**src/hw/rtl/gpt_header_validator_defines.svh**
```systemverilog
// gpt_header_validator_defines.svh: assertion macros for the gpt header validator
// used by the modules under hw/rtl that carry concurrent checks
// each macro expects clk and rst_n in scope
`ifndef GPT_HEADER_VALIDATOR_DEFINES_SVH
`define GPT_HEADER_VALIDATOR_DEFINES_SVH

`ifndef SYNTHESIS
// antecedent implies consequent in the same cycle
`define GPTHV_ASSERT_IMP(name, ante, cons) \
    name: assert property (@(posedge clk) disable iff (!rst_n) (ante) |-> (cons)) \
        else $error("gpthv: same-cycle check failed");
// antecedent implies consequent in the next cycle
`define GPTHV_ASSERT_NXT(name, ante, cons) \
    name: assert property (@(posedge clk) disable iff (!rst_n) (ante) |=> (cons)) \
        else $error("gpthv: next-cycle check failed");
`else
`define GPTHV_ASSERT_IMP(name, ante, cons)
`define GPTHV_ASSERT_NXT(name, ante, cons)
`endif

`endif

```
**src/hw/rtl/gpthv_pkg.sv**
```systemverilog
// gpthv_pkg: types, constants and helper functions of the gpt header validator
// no dependencies; used by gpthv_accum, gpthv_check and gpt_header_validator
`timescale 1ns / 1ps

package gpthv_pkg;

    // block geometry
    localparam int          BLOCK_BYTES_DEF = 512;
    localparam int          OFFSET_W        = 13;
    localparam logic [12:0] OFFSET_MAX      = 13'd8191;

    // header layout (byte offsets)
    localparam logic [12:0] OFS_SIG       = 13'd0;
    localparam logic [12:0] OFS_HDR_SIZE  = 13'd12;
    localparam logic [12:0] OFS_HDR_CRC   = 13'd16;
    localparam logic [12:0] OFS_CRC_END   = 13'd20;
    localparam logic [12:0] OFS_MY_LBA    = 13'd24;
    localparam logic [12:0] OFS_ALT_LBA   = 13'd32;
    localparam logic [12:0] OFS_FIRST_LBA = 13'd40;
    localparam logic [12:0] OFS_LAST_LBA  = 13'd48;
    localparam logic [12:0] OFS_ENT_LBA   = 13'd72;
    localparam logic [12:0] OFS_ENT_CNT   = 13'd80;
    localparam logic [12:0] OFS_ENT_SIZE  = 13'd84;
    localparam logic [12:0] OFS_ENT_CRC   = 13'd88;

    // "EFI PART" read little endian
    localparam logic [63:0] SIG_EFI_PART  = 64'h5452_4150_2049_4645;
    localparam logic [31:0] MIN_HDR_SIZE  = 32'd20;

    // crc-32, reflected
    localparam logic [31:0] CRC_POLY = 32'hEDB8_8320;
    localparam logic [31:0] CRC_INIT = 32'hFFFF_FFFF;

    // configuration register indexes
    localparam logic CFG_HEADER_LBA    = 1'b0;
    localparam logic CFG_DISK_LAST_LBA = 1'b1;

    // verdict codes
    localparam logic [2:0] ERR_OK        = 3'd0;
    localparam logic [2:0] ERR_SIGNATURE = 3'd1;
    localparam logic [2:0] ERR_CRC_SIZE  = 3'd2;
    localparam logic [2:0] ERR_MY_LBA    = 3'd3;
    localparam logic [2:0] ERR_FIRST_LBA = 3'd4;
    localparam logic [2:0] ERR_LAST_LBA  = 3'd5;
    localparam logic [2:0] ERR_ENTRY_LBA = 3'd6;

    typedef struct packed {
        logic [7:0] data_byte;
        logic       last_byte;
    } gpthv_in_t;

    typedef struct packed {
        logic        header_ok;
        logic [2:0]  error_code;
        logic [63:0] alt_hdr_lba;
        logic [63:0] first_use_lba;
        logic [63:0] last_use_lba;
        logic [63:0] entry_array_lba;
        logic [31:0] entry_count;
        logic [31:0] entry_size;
        logic [31:0] entry_array_crc;
    } gpthv_out_t;

    // frozen header state handed from the accumulator to the checker
    typedef struct packed {
        logic [63:0] signature;
        logic [31:0] hdr_size;
        logic [31:0] hdr_crc;
        logic [31:0] calc_crc;
        logic [12:0] byte_count;
        logic [63:0] my_lba;
        logic [63:0] alt_lba;
        logic [63:0] first_lba;
        logic [63:0] last_lba;
        logic [63:0] ent_lba;
        logic [31:0] ent_count;
        logic [31:0] ent_size;
        logic [31:0] ent_crc;
    } gpthv_snap_t;

    // one byte through the reflected crc-32
    function automatic logic [31:0] crc32_byte(input logic [31:0] c, input logic [7:0] b);
        logic [31:0] r;
        r = c ^ {24'd0, b};
        for (int i = 0; i < 8; i++) begin
            r = r[0] ? ((r >> 1) ^ CRC_POLY) : (r >> 1);
        end
        return r;
    endfunction

    // drop a byte into its lane of a 64-bit little endian field
    function automatic logic [63:0] put64(input logic [63:0] f, input logic [12:0] o,
                                          input logic [12:0] start, input logic [7:0] b);
        logic [63:0] r;
        r = f;
        for (int i = 0; i < 8; i++) begin
            if (o == start + 13'(i)) begin
                r[i*8 +: 8] = b;
            end
        end
        return r;
    endfunction

    // drop a byte into its lane of a 32-bit little endian field
    function automatic logic [31:0] put32(input logic [31:0] f, input logic [12:0] o,
                                          input logic [12:0] start, input logic [7:0] b);
        logic [31:0] r;
        r = f;
        for (int i = 0; i < 4; i++) begin
            if (o == start + 13'(i)) begin
                r[i*8 +: 8] = b;
            end
        end
        return r;
    endfunction

endpackage

```
**src/hw/rtl/gpthv_accum.sv**
```systemverilog
// gpthv_accum: byte-wise field capture and header crc for the gpt header validator
// depends on gpthv_pkg and gpt_header_validator_defines.svh
`timescale 1ns / 1ps
`include "gpt_header_validator_defines.svh"

module gpthv_accum #(
    parameter int BLOCK_BYTES = gpthv_pkg::BLOCK_BYTES_DEF
) (
    input  logic                   clk,
    input  logic                   rst_n,
    input  logic                   in_valid,
    output logic                   in_ready,
    input  gpthv_pkg::gpthv_in_t   in_data,
    output logic                   snap_vld,
    input  logic                   snap_take,
    output gpthv_pkg::gpthv_snap_t snap
);
    import gpthv_pkg::*;

    localparam logic [OFFSET_W-1:0] BLOCK_LIM = OFFSET_W'(BLOCK_BYTES);

    logic                fire;
    logic                in_block;
    logic                crc_en;
    logic [7:0]          crc_in;
    logic [12:0]         offset_reg, offset_next;
    logic [31:0]         crc_reg;
    gpthv_snap_t         fld_reg, fld_next;
    gpthv_snap_t         snap_reg;
    logic                snap_vld_reg, snap_vld_next;

    // a new item is taken unless a verdict is still parked in the snapshot and not being taken
    assign in_ready = !snap_vld_reg || snap_take;
    assign fire     = in_valid && in_ready;

    // field capture and crc update for the current byte
    always_comb
    begin
        fld_next = fld_reg;
        in_block = offset_reg < BLOCK_LIM;
        crc_en   = (offset_reg < OFS_HDR_CRC) || ({19'd0, offset_reg} < fld_reg.hdr_size);
        crc_in   = (offset_reg >= OFS_HDR_CRC && offset_reg < OFS_CRC_END) ? 8'd0
                                                                           : in_data.data_byte;
        fld_next.calc_crc = crc_reg;
        if (in_block)
        begin
            fld_next.signature = put64(fld_reg.signature, offset_reg, OFS_SIG, in_data.data_byte);
            fld_next.hdr_size  = put32(fld_reg.hdr_size, offset_reg, OFS_HDR_SIZE,
                                       in_data.data_byte);
            fld_next.hdr_crc   = put32(fld_reg.hdr_crc, offset_reg, OFS_HDR_CRC,
                                       in_data.data_byte);
            fld_next.my_lba    = put64(fld_reg.my_lba, offset_reg, OFS_MY_LBA, in_data.data_byte);
            fld_next.alt_lba   = put64(fld_reg.alt_lba, offset_reg, OFS_ALT_LBA,
                                       in_data.data_byte);
            fld_next.first_lba = put64(fld_reg.first_lba, offset_reg, OFS_FIRST_LBA,
                                       in_data.data_byte);
            fld_next.last_lba  = put64(fld_reg.last_lba, offset_reg, OFS_LAST_LBA,
                                       in_data.data_byte);
            fld_next.ent_lba   = put64(fld_reg.ent_lba, offset_reg, OFS_ENT_LBA,
                                       in_data.data_byte);
            fld_next.ent_count = put32(fld_reg.ent_count, offset_reg, OFS_ENT_CNT,
                                       in_data.data_byte);
            fld_next.ent_size  = put32(fld_reg.ent_size, offset_reg, OFS_ENT_SIZE,
                                       in_data.data_byte);
            fld_next.ent_crc   = put32(fld_reg.ent_crc, offset_reg, OFS_ENT_CRC,
                                       in_data.data_byte);
            if (crc_en)
            begin
                fld_next.calc_crc = crc32_byte(crc_reg, crc_in);
            end
        end
        // counter saturates so a runaway block cannot wrap
        offset_next = (offset_reg < OFFSET_MAX) ? offset_reg + 13'd1 : offset_reg;
        fld_next.byte_count = offset_next;
    end

    // snapshot handshake toward the checker
    always_comb
    begin
        snap_vld_next = snap_vld_reg;
        if (fire && in_data.last_byte)
        begin
            snap_vld_next = 1'b1;
        end
        else if (snap_take)
        begin
            snap_vld_next = 1'b0;
        end
    end

    // per-block state, cleared on the last byte of every block
    always_ff @(posedge clk or negedge rst_n)
    begin
        if (!rst_n)
        begin
            offset_reg   <= '0;
            crc_reg      <= CRC_INIT;
            fld_reg      <= '0;
            snap_vld_reg <= 1'b0;
        end
        else
        begin
            snap_vld_reg <= snap_vld_next;
            if (fire)
            begin
                if (in_data.last_byte)
                begin
                    offset_reg <= '0;
                    crc_reg    <= CRC_INIT;
                    fld_reg    <= '0;
                end
                else
                begin
                    offset_reg <= offset_next;
                    crc_reg    <= fld_next.calc_crc;
                    fld_reg    <= fld_next;
                end
            end
        end
    end

    // frozen copy of the finished header
    always_ff @(posedge clk)
    begin
        if (fire && in_data.last_byte)
        begin
            snap_reg <= fld_next;
        end
    end

    assign snap_vld = snap_vld_reg;
    assign snap     = snap_reg;

    `GPTHV_ASSERT_NXT(a_clear_after_last, fire && in_data.last_byte, offset_reg == '0 && crc_reg == CRC_INIT)
    `GPTHV_ASSERT_IMP(a_stall_only_when_full, !in_ready, snap_vld_reg)

endmodule

```
**src/hw/rtl/gpthv_check.sv**
```systemverilog
// gpthv_check: configuration registers, header checks and result register
// depends on gpthv_pkg and gpt_header_validator_defines.svh
`timescale 1ns / 1ps
`include "gpt_header_validator_defines.svh"

module gpthv_check #(
    parameter int BLOCK_BYTES = gpthv_pkg::BLOCK_BYTES_DEF
) (
    input  logic                   clk,
    input  logic                   rst_n,
    input  logic                   cfg_we,
    input  logic                   cfg_idx,
    input  logic [63:0]            cfg_data,
    input  logic                   snap_vld,
    output logic                   snap_take,
    input  gpthv_pkg::gpthv_snap_t snap,
    output logic                   out_valid,
    input  logic                   out_ready,
    output gpthv_pkg::gpthv_out_t  out_data
);
    import gpthv_pkg::*;

    localparam logic [31:0] MAX_HDR_SIZE = 32'(BLOCK_BYTES);

    logic [63:0] header_lba_reg;
    logic [63:0] disk_last_lba_reg;
    logic        sig_bad;
    logic        crc_bad;
    logic [2:0]  code;
    gpthv_out_t  res;
    gpthv_out_t  out_reg;
    logic        out_vld_reg, out_vld_next;

    // configuration writes
    always_ff @(posedge clk or negedge rst_n)
    begin
        if (!rst_n)
        begin
            header_lba_reg    <= 64'd1;
            disk_last_lba_reg <= 64'd0;
        end
        else if (cfg_we)
        begin
            case (cfg_idx)
                CFG_HEADER_LBA:    header_lba_reg    <= cfg_data;
                CFG_DISK_LAST_LBA: disk_last_lba_reg <= cfg_data;
                default:           ;
            endcase
        end
    end

    // checks in priority order, first failure wins
    always_comb
    begin
        sig_bad = snap.signature != SIG_EFI_PART;
        crc_bad = (snap.hdr_size < MIN_HDR_SIZE) || (snap.hdr_size > MAX_HDR_SIZE) ||
                  ({19'd0, snap.byte_count} < snap.hdr_size) ||
                  ((snap.calc_crc ^ CRC_INIT) != snap.hdr_crc);
        if (sig_bad)
            code = ERR_SIGNATURE;
        else if (crc_bad)
            code = ERR_CRC_SIZE;
        else if (snap.my_lba != header_lba_reg)
            code = ERR_MY_LBA;
        else if (snap.first_lba > disk_last_lba_reg)
            code = ERR_FIRST_LBA;
        else if (snap.last_lba > disk_last_lba_reg)
            code = ERR_LAST_LBA;
        else if (snap.ent_lba > disk_last_lba_reg)
            code = ERR_ENTRY_LBA;
        else
            code = ERR_OK;

        res.header_ok       = code == ERR_OK;
        res.error_code      = code;
        res.alt_hdr_lba     = snap.alt_lba;
        res.first_use_lba   = snap.first_lba;
        res.last_use_lba    = snap.last_lba;
        res.entry_array_lba = snap.ent_lba;
        res.entry_count     = snap.ent_count;
        res.entry_size      = snap.ent_size;
        res.entry_array_crc = snap.ent_crc;
    end

    // result register moves when empty or being drained
    assign snap_take = snap_vld && (!out_vld_reg || out_ready);

    always_comb
    begin
        out_vld_next = out_vld_reg;
        if (snap_take)
            out_vld_next = 1'b1;
        else if (out_ready)
            out_vld_next = 1'b0;
    end

    always_ff @(posedge clk or negedge rst_n)
    begin
        if (!rst_n)
            out_vld_reg <= 1'b0;
        else
            out_vld_reg <= out_vld_next;
    end

    always_ff @(posedge clk)
    begin
        if (snap_take)
            out_reg <= res;
    end

    assign out_valid = out_vld_reg;
    assign out_data  = out_reg;

    `GPTHV_ASSERT_IMP(a_ok_matches_code, out_vld_reg, out_reg.header_ok == (out_reg.error_code == ERR_OK))
    `GPTHV_ASSERT_NXT(a_take_fills_output, snap_take, out_vld_reg)

endmodule

```
**src/hw/rtl/gpt_header_validator.sv**
```systemverilog
// gpt_header_validator: top level of the gpt header validator
// depends on gpthv_pkg, gpthv_accum and gpthv_check
`timescale 1ns / 1ps

// Usage
//   in channel: one header byte per item (data_byte, offset zero first),
//     last_byte set on the final byte of the block. Only the last item of a
//     block yields a result item; all other items yield none.
//   out channel: one verdict per block: header_ok, error_code and the
//     captured header fields.
//   cfg port: cfg_we / cfg_idx / cfg_data write header_lba (index 0) and
//     disk_last_lba (index 1); write only while the block is idle.
//   Throughput: one byte per cycle while in_ready is high, set by the byte-wide
//     crc-32 update and field capture done in the cycle the byte is accepted.
//   Path: the fields of a block are frozen in the snapshot register when its
//     last byte is accepted; the verdict then goes into the result register.
//   Stalls: bytes of the next block keep flowing while a result waits; input
//     stops only when both the snapshot and the result register are full.
//   Reset: all per-block state cleared, crc preset to all ones, header_lba
//     set to 1 and disk_last_lba to 0; no results pending.
module gpt_header_validator #(
    parameter int BLOCK_BYTES = gpthv_pkg::BLOCK_BYTES_DEF
) (
    input  logic                  clk,
    input  logic                  rst_n,
    input  logic                  in_valid,
    output logic                  in_ready,
    input  gpthv_pkg::gpthv_in_t  in_data,
    output logic                  out_valid,
    input  logic                  out_ready,
    output gpthv_pkg::gpthv_out_t out_data,
    input  logic                  cfg_we,
    input  logic                  cfg_idx,
    input  logic [63:0]           cfg_data
);
    import gpthv_pkg::*;

    logic        snap_vld;
    logic        snap_take;
    gpthv_snap_t snap;

    // byte capture and crc
    gpthv_accum #(
        .BLOCK_BYTES (BLOCK_BYTES)
    ) u_accum (
        .clk       (clk),
        .rst_n     (rst_n),
        .in_valid  (in_valid),
        .in_ready  (in_ready),
        .in_data   (in_data),
        .snap_vld  (snap_vld),
        .snap_take (snap_take),
        .snap      (snap)
    );

    // verdict and result register
    gpthv_check #(
        .BLOCK_BYTES (BLOCK_BYTES)
    ) u_check (
        .clk       (clk),
        .rst_n     (rst_n),
        .cfg_we    (cfg_we),
        .cfg_idx   (cfg_idx),
        .cfg_data  (cfg_data),
        .snap_vld  (snap_vld),
        .snap_take (snap_take),
        .snap      (snap),
        .out_valid (out_valid),
        .out_ready (out_ready),
        .out_data  (out_data)
    );

endmodule
```
**config.mk**
```make
export PLATFORM = sky130hd
export DESIGN_NAME = gpt_header_validator
export DESIGN_NICKNAME = d
export VERILOG_FILES = /design/src/hw/rtl/gpthv_pkg.sv /design/src/hw/rtl/gpthv_accum.sv /design/src/hw/rtl/gpthv_check.sv /design/src/hw/rtl/gpt_header_validator.sv
export VERILOG_INCLUDE_DIRS = /design/src /design/src/hw/rtl
export SDC_FILE = /design/constraint.sdc
export NUM_CORES = 2
export LEC_CHECK = 0
export BUFFER_PORTS_ARGS = -buffer_cell sky130_fd_sc_hd__buf_2
export CAP_MARGIN = 20
export CORE_MARGIN = 1.5
export CORE_UTILIZATION = 34
export DETAILED_ROUTE_END_ITERATION = 12
export GPL_TIMING_DRIVEN = 0
export PLACE_DENSITY = 0.59
export SYNTH_ARGS = -nofsm -noshare
export SYNTH_HDL_FRONTEND = slang
export SYNTH_SLANG_ARGS = --single-unit
```
**constraint.sdc**
```tcl
create_clock -name clk -period 39.5 [get_ports clk]
set_input_delay 7.9 -clock clk [delete_from_list [all_inputs] [get_ports clk]]
set_output_delay 7.9 -clock clk [all_outputs]
set_load 0.03 [all_outputs]
```
# Word level (Yosys, flattened, before mapping)
# Cells that the tools add are included.
totals:
  output_inout_bits: 358
  elab_cells: 245
  inputBits: 79
  reg_bits: 1664
classes:
  order_cmp: 12
  muxes: 94
  eq_ne: 70
  bitwise_logic: 11
  n_reduce_logical: 18
  add_sub_neg: 1
op_table:
  columns: ["cell", "count"]
  rows:
  - ["$mux W589", 1]
  - ["$mux W8", 69]
  - ["$mux W416", 1]
  - ["$mux W32", 10]
  - ["$eq A13 B6 Y1 const B", 24]
  - ["$eq A13 B7 Y1 const B", 20]
  - ["$gt A64 B64 Y1", 3]
  - ["$mux W160", 1]
  - ["$eq A13 B5 Y1 const B", 12]
  - ["$not A13 Y14", 8]
  - ["$lt A13 B32 Y1", 2]
  - ["$ne A64 B63 Y1 const B", 1]
  - ["$ne A64 B64 Y1", 1]
  - ["$eq A13 B3 Y1 const B", 4]
  - ["$eq A13 B4 Y1 const B", 4]
  - ["$gt A32 B10 Y1 const B", 1]
  - ["$lt A32 B5 Y1 const B", 1]
  - ["$ne A32 B32 Y1", 1]
  - ["$not A32 Y32", 1]
  - ["$xor A32 B8 Y32", 1]
  - ["$eq A13 B2 Y1 const B", 2]
  - ["$lt A13 B5 Y1 const B", 2]
  - ["$mux W13", 2]
  - ["$mux W3", 6]
  - ["14 further kinds", 28]

# Longest topological paths before layout
depth:
  word_depth: 23
  mapped_depth: 12
  mapped_depth_nobuf: 10

# Hierarchy
# A second synthesis with hierarchy kept.
unflattened:
  cells_unflattened: 5212
  hier_area_um2: 71404.7
by_module_without_submodules:
  columns: ["module", "n_inst", "cells_each", "seq_area_each_um2", "area_each_um2"]
  rows:
  - ["gpthv_accum", 1, 3797, 32491.2, 49889.1]
  - ["gpthv_check", 1, 1415, 13919.6, 21515.6]

# Least setup slack after synthesis
# Ideal clock, no wire load.
synth_path:
  kind: "input to register"
  from: "input port out_ready"
  to: "register u_accum.snap_reg, in the netlist u_accum.snap[0], enable pin"
  required_time_ps: 37940
  t_arrival_ps: 33368
  setup_time_ps: 1560
  n_path_buf: 3
  slack_ps: 4572
  stages: 6
  cell_sequence: "nand3b_1 -> nand2_1 -> clkbuf_1 -> clkbuf_1 -> clkbuf_1 -> nor2_1"
synth_between:
  elab_chain_cells: 5
synth_rtl:
  columns: ["element", "line", "rtl"]
  rows:
  - ["start, declared", "gpt_header_validator.sv:30", "input logic out_ready,"]
  - ["$logic_or A1 B1 Y1", "gpthv_check.sv:86", "assign snap_take = snap_vld && (!out_vld_reg || out_ready);"]
  - ["$logic_and A1 B1 Y1", "gpthv_check.sv:86", null]
  - ["$logic_or A1 B1 Y1", "gpthv_accum.sv:33", "assign in_ready = !snap_vld_reg || snap_take;"]
  - ["$logic_and A1 B1 Y1", "gpthv_accum.sv:34", "assign fire = in_valid && in_ready;"]
  - ["$logic_and A1 B1 Y1", "gpthv_accum.sv:125", "if (fire && in_data.last_byte)"]
  - ["end signal, assigned", "gpthv_accum.sv:127", "snap_reg <= fld_next;"]
  - ["end, declared", "gpthv_accum.sv:29", "gpthv_snap_t snap_reg;"]
# Every way passes these cells.
# A chain may end at the register's enable or synchronous reset.

# Worst setup path in the final report
layout_path:
  from: "input port out_ready"
  to: "output port in_ready"
layout_between:
  elab_chain_cells: 3
layout_rtl:
  columns: ["element", "line", "rtl"]
  rows:
  - ["$logic_or A1 B1 Y1", "gpthv_check.sv:86", null]
  - ["$logic_and A1 B1 Y1", "gpthv_check.sv:86", null]
  - ["$logic_or A1 B1 Y1", "gpthv_accum.sv:33", null]
  - ["end, declared", "gpt_header_validator.sv:27", "output logic in_ready,"]
# Every way passes these cells.

==> implementation parameters <==
Parameter                              Value

Outcome
  Run status    finished, final reports clean

Floorplan
  Standard-cell row count    between 150 and 200
  Initial standard-cell utilization of the core    34.3%
  Number of placed I/O pins    437
  Area of the core    0.200 mm^2
  Die Width    ~450 um
  Area enclosed by the die boundary    0.204 mm^2
  Height of the chip    452 um

Power and ir drop
  Sw Share    27.6%
  Power Density    ~53 mW/mm^2
  Switching component of the power    1.19 mW
  Cell leakage power    33.3 nW
  Clk pwr share    38.7%
  VDD IR-drop max    roughly 0.042 mV
  Flop pwr share    47.2%
  Share of power burned in combinational logic    roughly 14%
  Cell-internal power    3.11 mW
  Power, Total    4.30 mW

Layout
  Final layout net count    5376
  Highest-count cells in the layout ignoring fill and taps    edfxtp_1 (945), dfrtp_1 (686), mux2_2 (660), a22o_1 (539), buf_2 (430)
  Most common library cell in the layout ignoring fill and taps    edfxtp_1
  Max reg flops    between 500 and 600
  Area added between synthesis and finish    18.4%
  Share of layout cells above drive strength 1    28.6%

Setup path
  Startpoint type of the worst setup path    input port
  Required time worst endpoint    approximately 32 ns
  Crit Path Max Fanout    4
  Worst R2R Setup Slack    between 30 and 40 ns
  Critical path arrival    8.45 ns
  Crit Path Category    in2out
  Worst setup EP type    output port

Drt
  Number of remaining DRC errors    0
  Post-detailed-routing wire length    218 mm
  Per-cell via count in the routed design    5.29
  Violation count after the first detailed-routing iteration    4196
  Drt wl/cell    27.6 um
  Number of detailed-routing iterations run before antenna repair    6
  Residual antenna-violating net count after detailed routing    0
  Vias    ~42000

Clocking
  CTS tree    yes
  Clk sink count    1664
  Number of buffers inserted by post-CTS setup repair    0
  Number of H-tree branching levels    4
  Number of clock buffers inserted by TritonCTS    175
  Gates resized, CTS repair    0
  Clock insertion delay at the later pin of the skew report    0.84 ns
  Clk buf depth    3
  Count of hold-fix buffers inserted at cts    0
  Clock Tree Root    clkbuf_16
  Clock input transition at the sequential cells of the worst setup and hold paths    approximately 0.070 ns

Global route
  Grt ovf    0
  Pin count of the biggest net entering global routing    115
  Number of global-route vias before repair    41800
  Number of antenna violations at the first check in global routing    24
  Aggregate global-route resource usage    between 20% and 30%
  Wire length of the first global-routing pass    307 mm

Placement
  Pre-CTS WS    approximately 23 ns
  Port bufs    430
  Final GP Congestion    0.907
  Placed wire-length estimate after detailed placement    between 150 and 200 mm

Timing
  Final setup violating endpoints    0
  Tcrit/Tclk final    41.4%
  RSZ-0062 raised after global routing    false
  Transition time of the tightest slew-check pin    1.24 ns
  Maximum clock rate    0.0612 GHz
  Fin. max-slew vios    0
  Slew HR    ~17%
  Minimum clock period after layout    ~16 ns
  Smallest setup slack after layout    23.15 ns
  Hold Slack    0.414 ns
  Final Hold Violating Endpoints    0
  Layout Skew    about 0.042 ns

Synth
  Share of flip-flops with an asynchronous set or reset    43.2%
  Total standard cell area after synthesis    0.0686 mm^2
  Register bit count reported by yosys    1664
  Post-synthesis average cell area    15.6 um^2
  Synth Net Count    4700
  Most instantiated flip-flop cell in the synthesis netlist    edfxtp_1
  Synthesis Warnings    0
  Number of enable-type register cells in the synthesized netlist    945
  Number of distinct standard cells referenced by the synthesized netlist    70
  Number of cells produced by synthesis    4401
  Sequential share of the synthesized area    67.7%

Job
  Count of maximum capacitance violations    0

Min path
  Worst hold path class    reg2reg
==> worst max-delay path, stage by stage <==
cell and delay, ns:
buf_2 0.10, nand3b_1 0.22, buf_2 0.22
==> cells in the mapped netlist (all sizes together) (13+ instances only) <==
cell type    n  area (um^2)
xnor2      143         1310
mux2       660         7430
o21ai       98          490
clkbuf     230          863
xor2        46          470
a21o        19          143
nand4       65          407
nand3       47          235
nor4        35          225
a22o       539         4720
a211oi      13         97.6
nor3        17         85.1
edfxtp     945        28400
a21oi       98          490
ha         220         2750
nand2      150          578
dfstp       33          867
nor2       124          465
dfrtp      686        17200
inv        106          398
==> power groups by stage <==
stage | registers (mW) | clock network [mW] | logic (mW)
after detailed placement | 2.07 | 0 | 0.606
final | 2.03 | 1.66 | 0.607
after global placement | 2.13 | 0 | 0.581
after CTS | 2.03 | 1.70 | 0.608
after floorplan | 2.12 | 0 | 0.329
after global routing | 2.04 | 1.76 | 0.653
==> metrics by stage <==
step | instances | setup TNS [ns] | cell area (um^2) | utilization [%]
after CTS | 7882 | 0 | 81100 | 40.5
after global routing | 7886 | 0 | 81100 | 40.6
after detailed placement | 7553 | 0 | 75300 | 37.6
after global placement | 7487 | -6692.08 | 74000 | 37.0
final | 7897 | 0 | 81200 | 40.6
after floorplan | 4401 | 0 | 68600 | -
==> per-layer routing <==
layer / share of wire [%] / wire length, um / GRT usage [%] / vias up
met2: 47 / 103000 / 33.6 / 1490
met5: 0.027 / 58 / 0 / -
met1: 42 / 90500 / 27.4 / 21700
li1: - / - / - / 18200
met3: 5.4 / 11900 / 2.93 / 417
met4: 6.0 / 13000 / 11.4 / 8
==> logic make-up after synthesis <==
logic type,Yosys count,synth area share [%]
flops,1664,67.7
compound gates,823,9.33
mux,661,10.9
simple gates,498,3.59
buf+inv,346,1.93
fa+ha+maj,220,4.01
xor+xnor,189,2.59
==> cell type report <==
class,instances,area [um^2]
Inverter,106,398
Multi-Input combinational cell,2391,20900
Clock buffer,235,4810
Sequential cell,1664,46400
Fill cell,18300,119000
Buffer,240,927
Timing Repair Buffer,499,3440
Tap cell,2656,3320
Antenna cell,12,30.0
Clock inverter,94,978
==> final timing paths <==
path                                              from                                to  depth (start not counted)
max in group asynchronous                        rst_n  u_accum.fld_reg[151]$_DFFE_PN0P_                          4
hold / removal             u_accum.snap[300]$_DFFE_PP_   u_check.out_data[300]$_DFFE_PP_                          0
hold reg to reg            u_accum.snap[300]$_DFFE_PP_   u_check.out_data[300]$_DFFE_PP_                          0
min in group asynchronous                        rst_n     u_check.out_valid$_DFFE_PN0P_                          2
setup reg to reg           u_accum.snap[282]$_DFFE_PP_   u_check.out_data[353]$_DFFE_PP_                          8
setup / recovery                             out_ready                          in_ready                          3
No activity file was read; power rests on OpenSTA's default activity.
